==> config.mk <==
export PLATFORM = sky130hd
export DESIGN_NAME = line_position_pd_steering_core
export DESIGN_NICKNAME = d
export VERILOG_FILES = /design/src/rtl/lpps_pkg.sv /design/src/rtl/lpps_lane.sv /design/src/rtl/lpps_merge.sv /design/src/rtl/lpps_divider.sv /design/src/rtl/line_position_pd_steering_core.sv
export SDC_FILE = /design/constraint.sdc
export NUM_CORES = 1
export LEC_CHECK = 0
export BUFFER_PORTS_ARGS = -buffer_cell sky130_fd_sc_hd__buf_4
export CAP_MARGIN = 30
export CORE_ASPECT_RATIO = 1.25
export CORE_UTILIZATION = 45
export CTS_CLUSTER_SIZE = 30
export DETAILED_ROUTE_END_ITERATION = 12
export MAX_ROUTING_LAYER = met4
export PLACE_DENSITY_LB_ADDON = 0.15
export SYNTH_ARGS = -nofsm -noshare
export SYNTH_HDL_FRONTEND = slang
export SYNTH_SLANG_ARGS = --single-unit
==> constraint.sdc <==
create_clock -name clk -period 11.88 [get_ports clk]
set_input_delay 2.97 -clock clk [delete_from_list [all_inputs] [get_ports clk]]
set_output_delay 2.97 -clock clk [all_outputs]
set_load 0.02 [all_outputs]
==> src/rtl/lpps_pkg.sv <==
// lpps_pkg: shared types, constants and helpers for the line position / PD steering core.
// No dependencies; imported by every module under rtl/.
`timescale 1ns / 1ps

package lpps_pkg;

  // Array geometry
  localparam int SENSOR_COUNT = 5;
  localparam int FIELD_COUNT  = 5;
  localparam int LANE_COUNT   = (SENSOR_COUNT > FIELD_COUNT) ? FIELD_COUNT : SENSOR_COUNT;

  // Field widths
  localparam int SENS_W   = 10;
  localparam int WGT_W    = 12;
  localparam int PROD_W   = SENS_W + WGT_W;
  localparam int WEIGHT_W = 24;
  localparam int TOTAL_W  = 13;
  localparam int POS_W    = 12;
  localparam int ERR_W    = 12;
  localparam int STEER_W  = 16;
  localparam int CLS_W    = 2;
  localparam int CDIFF_W  = 18;

  // Serial divider
  localparam int DIV_STEPS = POS_W;
  localparam int CNT_W     = $clog2(DIV_STEPS);
  localparam int REM_PAD_W = TOTAL_W - (WEIGHT_W - POS_W);

  // Divide by three: x * ceil(2^17 / 3) >> 17, exact for x < 2^17
  localparam int MAG_W       = ERR_W - 1;
  localparam int RECIP_SHIFT = 17;
  localparam int RECIP_W     = 17;
  localparam logic [RECIP_W-1:0] RECIP3 = RECIP_W'(43691);
  localparam int RPROD_W     = MAG_W + RECIP_W;

  // Arithmetic constants
  localparam int FULL_SCALE  = 1000;
  localparam int CENTRE      = 2000;
  localparam int BLACK_LIMIT = 400;
  localparam int GREEN_LIMIT = -1;
  localparam int SUM_GAIN    = 12;
  localparam int FULL_POS    = (LANE_COUNT - 1) * FULL_SCALE;
  localparam int LOST_SPLIT  = FULL_POS / 2;
  localparam int NOISE_RESET = 50;

  // Colour class codes
  localparam logic [CLS_W-1:0] COLOUR_UNKNOWN = 2'd0;
  localparam logic [CLS_W-1:0] COLOUR_BLACK   = 2'd1;
  localparam logic [CLS_W-1:0] COLOUR_GREEN   = 2'd2;

  // Configuration map
  localparam int CFG_ADDR_W = 3;
  localparam int CFG_DATA_W = 32;
  localparam int REG_IDX_W  = CFG_ADDR_W - 2;
  localparam logic [REG_IDX_W-1:0] REG_INVERT = 1'b0;
  localparam logic [REG_IDX_W-1:0] REG_THRESH = 1'b1;

  typedef struct packed {
    logic [SENS_W-1:0] sensor_0;
    logic [SENS_W-1:0] sensor_1;
    logic [SENS_W-1:0] sensor_2;
    logic [SENS_W-1:0] sensor_3;
    logic [SENS_W-1:0] sensor_4;
  } in_item_t;

  typedef struct packed {
    logic [POS_W-1:0]          position;
    logic                      line_seen;
    logic signed [STEER_W-1:0] steer;
    logic [CLS_W-1:0]          colour_class;
  } out_item_t;

  typedef struct packed {
    logic              hit;
    logic [SENS_W-1:0] val;
    logic [PROD_W-1:0] prod;
  } lane_out_t;

  typedef struct packed {
    logic busy;
    logic done;
  } div_stat_t;

  typedef enum logic [2:0] {
    S_IDLE,
    S_SUM,
    S_DIV,
    S_FIN,
    S_DONE
  } state_t;

  function automatic logic [WGT_W-1:0] lane_weight(input int idx);
    lane_weight = WGT_W'(idx * FULL_SCALE);
  endfunction

endpackage

==> src/rtl/lpps_lane.sv <==
// lpps_lane: one sensor lane - optional inversion, threshold test, weighted product.
// Depends on lpps_pkg.
`timescale 1ns / 1ps

module lpps_lane (
  input  logic [lpps_pkg::SENS_W-1:0] raw,
  input  logic                        invert,
  input  logic [lpps_pkg::SENS_W-1:0] threshold,
  input  logic [lpps_pkg::WGT_W-1:0]  weight,
  output lpps_pkg::lane_out_t         lane_o
);
  import lpps_pkg::*;

  localparam int V_W = SENS_W + 2;

  logic signed [V_W-1:0] v_s;
  logic signed [V_W-1:0] thr_s;
  logic [SENS_W-1:0]     val;

  always_comb begin
    // inverted readings above full scale go negative and never count
    v_s   = invert ? (V_W'(FULL_SCALE) - $signed({2'b00, raw})) : $signed({2'b00, raw});
    thr_s = $signed({2'b00, threshold});
    lane_o.hit  = (v_s > thr_s);
    val         = lane_o.hit ? v_s[SENS_W-1:0] : '0;
    lane_o.val  = val;
    lane_o.prod = val * weight;
  end

endmodule

==> src/rtl/lpps_merge.sv <==
// lpps_merge: combines lane results into hit flag, reading total and weighted sum.
// Depends on lpps_pkg.
`timescale 1ns / 1ps

module lpps_merge (
  input  lpps_pkg::lane_out_t           lanes [lpps_pkg::LANE_COUNT],
  output logic                          seen,
  output logic [lpps_pkg::TOTAL_W-1:0]  total,
  output logic [lpps_pkg::WEIGHT_W-1:0] weighted
);
  import lpps_pkg::*;

  always_comb begin
    seen     = 1'b0;
    total    = '0;
    weighted = '0;
    for (int i = 0; i < LANE_COUNT; i++) begin
      seen     = seen | lanes[i].hit;
      total    = total + TOTAL_W'(lanes[i].val);
      weighted = weighted + WEIGHT_W'(lanes[i].prod);
    end
  end

endmodule

==> src/rtl/lpps_divider.sv <==
// lpps_divider: restoring divider, one quotient bit per cycle.
// Quotient must fit POS_W bits (dividend < divisor * 2^POS_W). Depends on lpps_pkg.
`timescale 1ns / 1ps

module lpps_divider (
  input  logic                          clk,
  input  logic                          rst_n,
  input  logic                          start,
  input  logic [lpps_pkg::WEIGHT_W-1:0] dividend,
  input  logic [lpps_pkg::TOTAL_W-1:0]  divisor,
  output lpps_pkg::div_stat_t           stat,
  output logic [lpps_pkg::POS_W-1:0]    quotient
);
  import lpps_pkg::*;

  logic               busy_r;
  logic               done_r;
  logic [CNT_W-1:0]   cnt_r;
  logic [TOTAL_W-1:0] rem_r;
  logic [TOTAL_W-1:0] div_r;
  logic [POS_W-1:0]   lo_r;
  logic [POS_W-1:0]   quo_r;

  logic [TOTAL_W:0]   trial;
  logic               fits;

  always_comb begin
    trial = {rem_r, lo_r[POS_W-1]};
    fits  = (trial >= {1'b0, div_r});
  end

  always_ff @(posedge clk) begin
    if (!rst_n) begin
      busy_r <= 1'b0;
      done_r <= 1'b0;
      cnt_r  <= '0;
    end else begin
      done_r <= 1'b0;
      if (start) begin
        busy_r <= 1'b1;
        cnt_r  <= CNT_W'(DIV_STEPS - 1);
      end else if (busy_r) begin
        cnt_r <= cnt_r - 1'b1;
        if (cnt_r == '0) begin
          busy_r <= 1'b0;
          done_r <= 1'b1;
        end
      end
    end
  end

  always_ff @(posedge clk) begin
    if (start) begin
      // upper dividend bits are already below the divisor
      rem_r <= {{REM_PAD_W{1'b0}}, dividend[WEIGHT_W-1:POS_W]};
      lo_r  <= dividend[POS_W-1:0];
      div_r <= divisor;
      quo_r <= '0;
    end else if (busy_r) begin
      rem_r <= fits ? TOTAL_W'(trial - {1'b0, div_r}) : trial[TOTAL_W-1:0];
      lo_r  <= {lo_r[POS_W-2:0], 1'b0};
      quo_r <= {quo_r[POS_W-2:0], fits};
    end
  end

  assign stat.busy = busy_r;
  assign stat.done = done_r;
  assign quotient  = quo_r;

endmodule

==> src/rtl/line_position_pd_steering_core.sv <==
// line_position_pd_steering_core: top level - line position, PD steering and colour class.
// Depends on lpps_pkg, lpps_lane, lpps_merge, lpps_divider.
`timescale 1ns / 1ps

// Channel   Dir  Handshake               Payload
// in_       in   in_valid / in_ready     lpps_pkg::in_item_t  (sensor_0 .. sensor_4)
// out_      out  out_valid / out_ready   lpps_pkg::out_item_t (position, line_seen, steer,
//                                                               colour_class)
// cfg       in   psel/penable/pwrite     APB, reg 0 invert (addr 0), reg 1 threshold (addr 4)
//
// One request at a time: accept, lane merge, serial divide (12 quotient steps plus the
// done flag; skipped when no lane sees the line), position / divide-by-three, result.
// in_ready returns in the same cycle that out_valid rises.
// rst_n is synchronous, active low; clears control, history and the config registers.
// The result register frees the core: a new request is taken while the last result waits.
// A stalled result holds the core in its final state until the register drains.

module line_position_pd_steering_core (
  input  logic                            clk,
  input  logic                            rst_n,
  // input channel
  input  logic                            in_valid,
  output logic                            in_ready,
  input  lpps_pkg::in_item_t              in_data,
  // result channel
  output logic                            out_valid,
  input  logic                            out_ready,
  output lpps_pkg::out_item_t             out_data,
  // configuration (APB)
  input  logic                            psel,
  input  logic                            penable,
  input  logic                            pwrite,
  input  logic [lpps_pkg::CFG_ADDR_W-1:0] paddr,
  input  logic [lpps_pkg::CFG_DATA_W-1:0] pwdata,
  output logic [lpps_pkg::CFG_DATA_W-1:0] prdata,
  output logic                            pready
);
  import lpps_pkg::*;

  // ---------------------------------------------------------------- config
  logic              invert_r;
  logic [SENS_W-1:0] thresh_r;
  logic              cfg_wr;

  assign pready = 1'b1;
  assign cfg_wr = psel & penable & pwrite;

  always_ff @(posedge clk) begin
    if (!rst_n) begin
      invert_r <= 1'b0;
      thresh_r <= SENS_W'(NOISE_RESET);
    end else if (cfg_wr) begin
      unique case (paddr[CFG_ADDR_W-1:2])
        REG_INVERT: invert_r <= pwdata[0];
        REG_THRESH: thresh_r <= pwdata[SENS_W-1:0];
        default: ;
      endcase
    end
  end

  always_comb begin
    unique case (paddr[CFG_ADDR_W-1:2])
      REG_INVERT: prdata = {{(CFG_DATA_W-1){1'b0}}, invert_r};
      REG_THRESH: prdata = {{(CFG_DATA_W-SENS_W){1'b0}}, thresh_r};
      default:    prdata = '0;
    endcase
  end

  // ---------------------------------------------------------------- control
  state_t state_r, state_nxt;
  logic   out_free;
  logic   div_start;
  logic   load_out;
  div_stat_t div_stat;

  // request capture and per-item registers
  in_item_t                 in_r;
  logic                     seen_r;
  logic [TOTAL_W-1:0]       raw_sum_r;
  logic [POS_W-1:0]         pos_r;
  logic signed [ERR_W-1:0]  err_r;
  logic                     err_neg_r;
  logic [MAG_W-1:0]         q3_r;

  // history
  logic [POS_W-1:0]         last_position_r;
  logic signed [ERR_W-1:0]  last_error_r;
  logic [TOTAL_W-1:0]       last_sum_r;

  // result register
  logic                     out_valid_r;
  out_item_t                out_r;

  // lanes and merge
  logic [SENS_W-1:0]  raw_a [FIELD_COUNT];
  lane_out_t          lanes [LANE_COUNT];
  logic               m_seen;
  logic [TOTAL_W-1:0] m_total;
  logic [WEIGHT_W-1:0] m_weighted;
  logic [POS_W-1:0]   quo;

  assign in_ready = (state_r == S_IDLE);
  assign out_free = !out_valid_r || out_ready;

  always_ff @(posedge clk) begin
    if (!rst_n) state_r <= S_IDLE;
    else        state_r <= state_nxt;
  end

  always_comb begin
    state_nxt = state_r;
    div_start = 1'b0;
    load_out  = 1'b0;
    unique case (state_r)
      S_IDLE: if (in_valid) state_nxt = S_SUM;
      S_SUM: begin
        // lost line skips the divide
        div_start = m_seen;
        state_nxt = m_seen ? S_DIV : S_FIN;
      end
      S_DIV:  if (div_stat.done) state_nxt = S_FIN;
      S_FIN:  state_nxt = S_DONE;
      S_DONE: begin
        if (out_free) begin
          load_out  = 1'b1;
          state_nxt = S_IDLE;
        end
      end
      default: state_nxt = S_IDLE;
    endcase
  end

  // ---------------------------------------------------------------- lanes
  always_comb begin
    raw_a[0] = in_r.sensor_0;
    raw_a[1] = in_r.sensor_1;
    raw_a[2] = in_r.sensor_2;
    raw_a[3] = in_r.sensor_3;
    raw_a[4] = in_r.sensor_4;
  end

  for (genvar g = 0; g < LANE_COUNT; g++) begin : g_lane
    lpps_lane u_lane (
      .raw       (raw_a[g]),
      .invert    (invert_r),
      .threshold (thresh_r),
      .weight    (lane_weight(g)),
      .lane_o    (lanes[g])
    );
  end

  lpps_merge u_merge (
    .lanes    (lanes),
    .seen     (m_seen),
    .total    (m_total),
    .weighted (m_weighted)
  );

  lpps_divider u_div (
    .clk      (clk),
    .rst_n    (rst_n),
    .start    (div_start),
    .dividend (m_weighted),
    .divisor  (m_total),
    .stat     (div_stat),
    .quotient (quo)
  );

  // ---------------------------------------------------------------- datapath
  logic [TOTAL_W-1:0]       raw_sum;
  logic [POS_W-1:0]         pos_fin;
  logic signed [ERR_W-1:0]  err_fin;
  logic [MAG_W-1:0]         mag_fin;
  logic [RPROD_W-1:0]       rprod;
  logic signed [STEER_W-1:0] q3_s;
  logic signed [ERR_W:0]    err_diff;
  logic signed [STEER_W-1:0] steer;
  logic signed [CDIFF_W-1:0] cdiff;
  logic [CLS_W-1:0]         cls;

  always_comb begin
    // colour sum always spans every field
    raw_sum = '0;
    for (int i = 0; i < FIELD_COUNT; i++) raw_sum = raw_sum + TOTAL_W'(raw_a[i]);

    if (seen_r)                                pos_fin = quo;
    else if (last_position_r < POS_W'(LOST_SPLIT)) pos_fin = '0;
    else                                       pos_fin = POS_W'(FULL_POS);

    err_fin = ERR_W'($signed({1'b0, pos_fin}) - (ERR_W + 1)'(CENTRE));
    mag_fin = err_fin[ERR_W-1] ? MAG_W'(-err_fin) : MAG_W'(err_fin);
    rprod   = mag_fin * RECIP3;

    // divide by three truncates toward zero: apply the sign to the magnitude quotient
    q3_s     = err_neg_r ? -$signed({{(STEER_W-MAG_W){1'b0}}, q3_r})
                         :  $signed({{(STEER_W-MAG_W){1'b0}}, q3_r});
    err_diff = (ERR_W + 1)'(err_r) - (ERR_W + 1)'(last_error_r);
    steer    = q3_s + (STEER_W'(err_diff) <<< 3);

    cdiff = CDIFF_W'(13) * $signed({{(CDIFF_W-TOTAL_W){1'b0}}, raw_sum_r})
          - CDIFF_W'(SUM_GAIN) * $signed({{(CDIFF_W-TOTAL_W){1'b0}}, last_sum_r});
    if (cdiff > CDIFF_W'(BLACK_LIMIT))      cls = COLOUR_BLACK;
    else if (cdiff > CDIFF_W'(GREEN_LIMIT)) cls = COLOUR_GREEN;
    else                                    cls = COLOUR_UNKNOWN;
  end

  always_ff @(posedge clk) begin
    if (in_valid && in_ready) in_r <= in_data;
    if (state_r == S_SUM) begin
      seen_r    <= m_seen;
      raw_sum_r <= raw_sum;
    end
    if (state_r == S_FIN) begin
      pos_r     <= pos_fin;
      err_r     <= err_fin;
      err_neg_r <= err_fin[ERR_W-1];
      q3_r      <= rprod[RPROD_W-1:RECIP_SHIFT];
    end
    if (load_out) begin
      out_r.position     <= pos_r;
      out_r.line_seen    <= seen_r;
      out_r.steer        <= steer;
      out_r.colour_class <= cls;
    end
  end

  // history updates: position only on a seen line, error and sum every request
  always_ff @(posedge clk) begin
    if (!rst_n) begin
      last_position_r <= '0;
      last_error_r    <= '0;
      last_sum_r      <= '0;
      out_valid_r     <= 1'b0;
    end else begin
      if (state_r == S_FIN && seen_r) last_position_r <= quo;
      if (load_out) begin
        last_error_r <= err_r;
        last_sum_r   <= raw_sum_r;
      end
      if (load_out)       out_valid_r <= 1'b1;
      else if (out_ready) out_valid_r <= 1'b0;
    end
  end

  assign out_valid = out_valid_r;
  assign out_data  = out_r;

endmodule

==> summary.md <==
| Metric | Value |
|---|---|
| Proportion of synthesized flip-flops having asynchronous set or reset | 0 |
| Number of clock sinks | 226 |
| RSZ-0062 raised after global routing | false |
| Actual slew at the worst max-slew pin | ~970 ps |
| Instance count of the mapped netlist | 2914 |
| Result of the run | finished clean |
| Clock transition at the registers of the reported paths | 60 ps |
| Number of optimization iterations in the first detailed-route pass | 7 |
| Clock Path Buffers | 3 |
| DP Wirelength | 55900 um |
| Vias per cell | 5.21 |
| Post-CTS Repair Setup Buffers | 0 |
| Element type at the critical path start | flip-flop |
| TritonCTS clock tree | done |
| Overall via count from detail_route | 20205 |
| Cts-stage hold buffer count | 0 |
| Total routed wirelength | around 66000 um |
| Inserted Diodes | 0 |
| Slowest cell on the critical path | fa_1 |
| Met1 wire length | 27300 um |
| Final routed DRC violation total | 0 |
| Remaining antenna violation count after routing | 0 |
| Final period util | 0.930 |
| DR WL/cell | 16.9 um |
| Port Buffers | 110 |
| Mapped Avg Cell Area | 9.57 sq um |
| Post-synth cell types | 74 |
| Type of destination of the critical path | flip-flop |
| Ports placed on the boundary | 158 |
| Via count of the first global-routing pass | 21383 |
| Clock period minus worst slack | 11050 ps |
| Maximum achievable frequency | 90.5 MHz |
| Topmost layer with routed signal wires | met4 |
| Die outline area | 63000 sq um |
| WL met3 | between 2000 and 2500 um |
| Req. time, crit path | 12150 ps |
| Die X | about 220 um |
| Grt total ovfl | 0 |
| Dominant register cell in the synthesized netlist | edfxtp_1 |
| Met2 routed wirelength | 33600 um |
| Max-slew violation count | 0 |
| Synthesis-to-layout area growth | 9.65% |
| Yosys warns | 0 |
| CP Data Arrival Time | 11320 ps |
| CTS Root Buffer Type | clkbuf_16 |
| Nets | just under 4000 |
| Most frequent CP cell | ha_1 |
| Initial antenna violation count | 0 |
| Worst setup skew after layout | between 20 and 30 ps |
| Wire length of the first global-routing pass | 107000 um |
| Post-CTS sizing | 0 |
| Slowest cell delay on critical path | 570 ps |
| Final estimated routing congestion in global placement | 0.921 |
| Area of the core region | 61000 sq um |
| Insertion delay to the later sink of the worst-skew pair | around 570 ps |
| Path type of the worst setup path | flip-flop to flip-flop |
| Number of synthesized flops with an enable pin | 159 |
| Setup violations, final | 0 |
| Cell class contributing the biggest share of worst-path delay | compound AO/OA/AOI/OAI gates |
| Portion of the post-synthesis area used by sequential elements | 0.219 |
| Fraction of final layout cells sized beyond drive strength 1 | 0.0665 |
| Count of max-cap constraint violations | 0 |
| Largest fanout on the critical path | 7 |
| Setup tns final | 0 ps |
| GRT Util Overall | 0.221 |
| Synthesized cell area | 27900 sq um |
| Buffer and inverter count on the worst path | 6 |
| Number of cell rows | 101 |
| H-tree Lvls | 1 |
| Post-synthesis sequential element count | 226 |
| Overall die height | 280 um |
| Classification of the worst-slack hold path | flip-flop to flip-flop |
| Starting DRC count in detailed routing | 939 |
| Starting density of the core | 0.457 |
| Clock buffers created by TritonCTS | 25 |
| Relative slew slack | 0.355 |
| Pin count of the biggest net entering global routing | 54 |
| Hold violation count in the final report | 0 |
sequential cells by signal, summed over array words and instances (netlist names), 8 cells and up:
name,count
out_data,31
q3_r,10
raw_sum_r,13
u_div.lo_r,9
last_sum_r,13
u_div.quotient,12
pos_r,12
last_error_r,12
last_position_r,8
err_r,8
thresh_r,10
in_r,50
u_div.div_r,13
u_div.rem_r,13
worst reg2reg max path, delay by kind of cell (launching register included):
kind	cells	cell delay, ps
compound gates	16	3960
flops	1	490
fa+ha+maj	10	3800
simple gates	6	1250
xor+xnor	4	770
buf+inv	6	510
per-stage QoR:
step | area [sq um] | worst slack (ps) | utilization | instances | hold slack (ps)
final | 30600 | 834 | 0.501 | 3878 | 422
after global routing | 30600 | 63.1 | 0.501 | 3878 | 439
after CTS | 30600 | 888 | 0.501 | 3878 | 426
after detailed placement | 29700 | 929 | 0.487 | 3832 | 409
after global placement | 29700 | 1000 | 0.486 | 3828 | 406
after floorplan | 28000 | 2400 | - | 2935 | 400
cells in the mapped netlist, drive strengths merged, types with 10 or more instances:
library cell	instances	share of area
fa	262	0.19
nor2b	58	0.013
a21o	40	0.011
mux2i	23	0.0083
buf	26	0.0067
a31oi	22	0.0049
o31a	11	0.0035
or3	16	0.0036
a211oi	17	0.0046
or2	13	0.0029
xnor2	146	0.046
o21bai	14	0.0038
edfxtp	159	0.17
ha	460	0.21
a21oi	126	0.023
inv	517	0.070
nor3	44	0.0079
dfxtp	67	0.048
o21ai	106	0.019
and3	17	0.0038
nand4	22	0.0049
a21boi	60	0.016
o21a	29	0.0078
o31ai	10	0.0027
o211ai	12	0.0032
nor2	133	0.018
nand3	47	0.0084
xor2	70	0.022
nand2b	31	0.0070
nand2	224	0.030
clkbuf	31	0.0042
routing by layer:
| layer | vias to the layer above | global-route usage |
|---|---|---|
| li1 | 9977 | - |
| met1 | 9724 | 0.254 |
| met2 | 378 | 0.399 |
| met3 | 126 | 0.0161 |
| met4 | 0 | 0.0841 |
| met5 | - | - |
kinds of logic (layout without fill, tap and decap cells):
family | count (synthesis) | after routing | share of synthesized area
adder cells (fa/ha/maj) | 722 | 722 | 0.394
AND/OR/NAND/NOR | 641 | 641 | 0.110
buffers and inverters | 576 | 695 | 0.0807
AO/OA/AOI/OAI | 506 | 506 | 0.119
flip-flops | 226 | 226 | 0.219
XOR/XNOR | 216 | 216 | 0.0681
multiplexers | 25 | 25 | 0.00919
other | 2 | 23 | 0.000269
layout make-up:
type,instances,area (sq um)
Multi-Input combinational cell,2133,19600
Tap cell,824,1030
Inverter,519,1950
Timing Repair Buffer,130,1000
Sequential cell,226,6120
Clock buffer,31,711
Fill cell,5745,30400
Clock inverter,15,166
final timing paths:
| kind | slack, ps | endpoint | cells past startpoint | from |
|---|---|---|---|---|
| setup reg to reg | 830 | u_div.rem_r[11] | 42 | in_r[31] |
| hold / removal | 420 | out_data[25] | 0 | pos_r[6] |
| setup / recovery | 830 | u_div.rem_r[11] | 42 | in_r[31] |
| hold reg to reg | 420 | out_data[25] | 0 | pos_r[6] |
cells in the final DEF, fill, tap and decap left out, types with 17 or more instances in the layout:
| cell | Yosys | routed |
|---|---|---|
| a31oi_1 | 22 | 22 |
| o21a_1 | 29 | 29 |
| xnor2_1 | 145 | 145 |
| inv_1 | 517 | 517 |
| o21ai_0 | 105 | 105 |
| nand2_1 | 224 | 224 |
| a21oi_1 | 125 | 125 |
| fa_1 | 262 | 262 |
| edfxtp_1 | 159 | 159 |
| a21o_1 | 40 | 40 |
| nand3_1 | 47 | 47 |
| nor2_1 | 132 | 132 |
| nand4_1 | 22 | 22 |
| conb_1 | 2 | 23 |
| and3_1 | 17 | 17 |
| xor2_1 | 70 | 70 |
| nor2b_1 | 58 | 58 |
| nor3_1 | 44 | 44 |
| mux2i_1 | 23 | 23 |
| buf_4 | 23 | 126 |
| clkbuf_16 | 0 | 27 |
| a21boi_0 | 60 | 60 |
| a211oi_1 | 17 | 17 |
| ha_1 | 460 | 460 |
| nand2b_1 | 31 | 31 |
| dfxtp_1 | 67 | 67 |
Power is not shown: default switching activity piles up to over one toggle a cycle in this logic, so the estimate is an artifact.
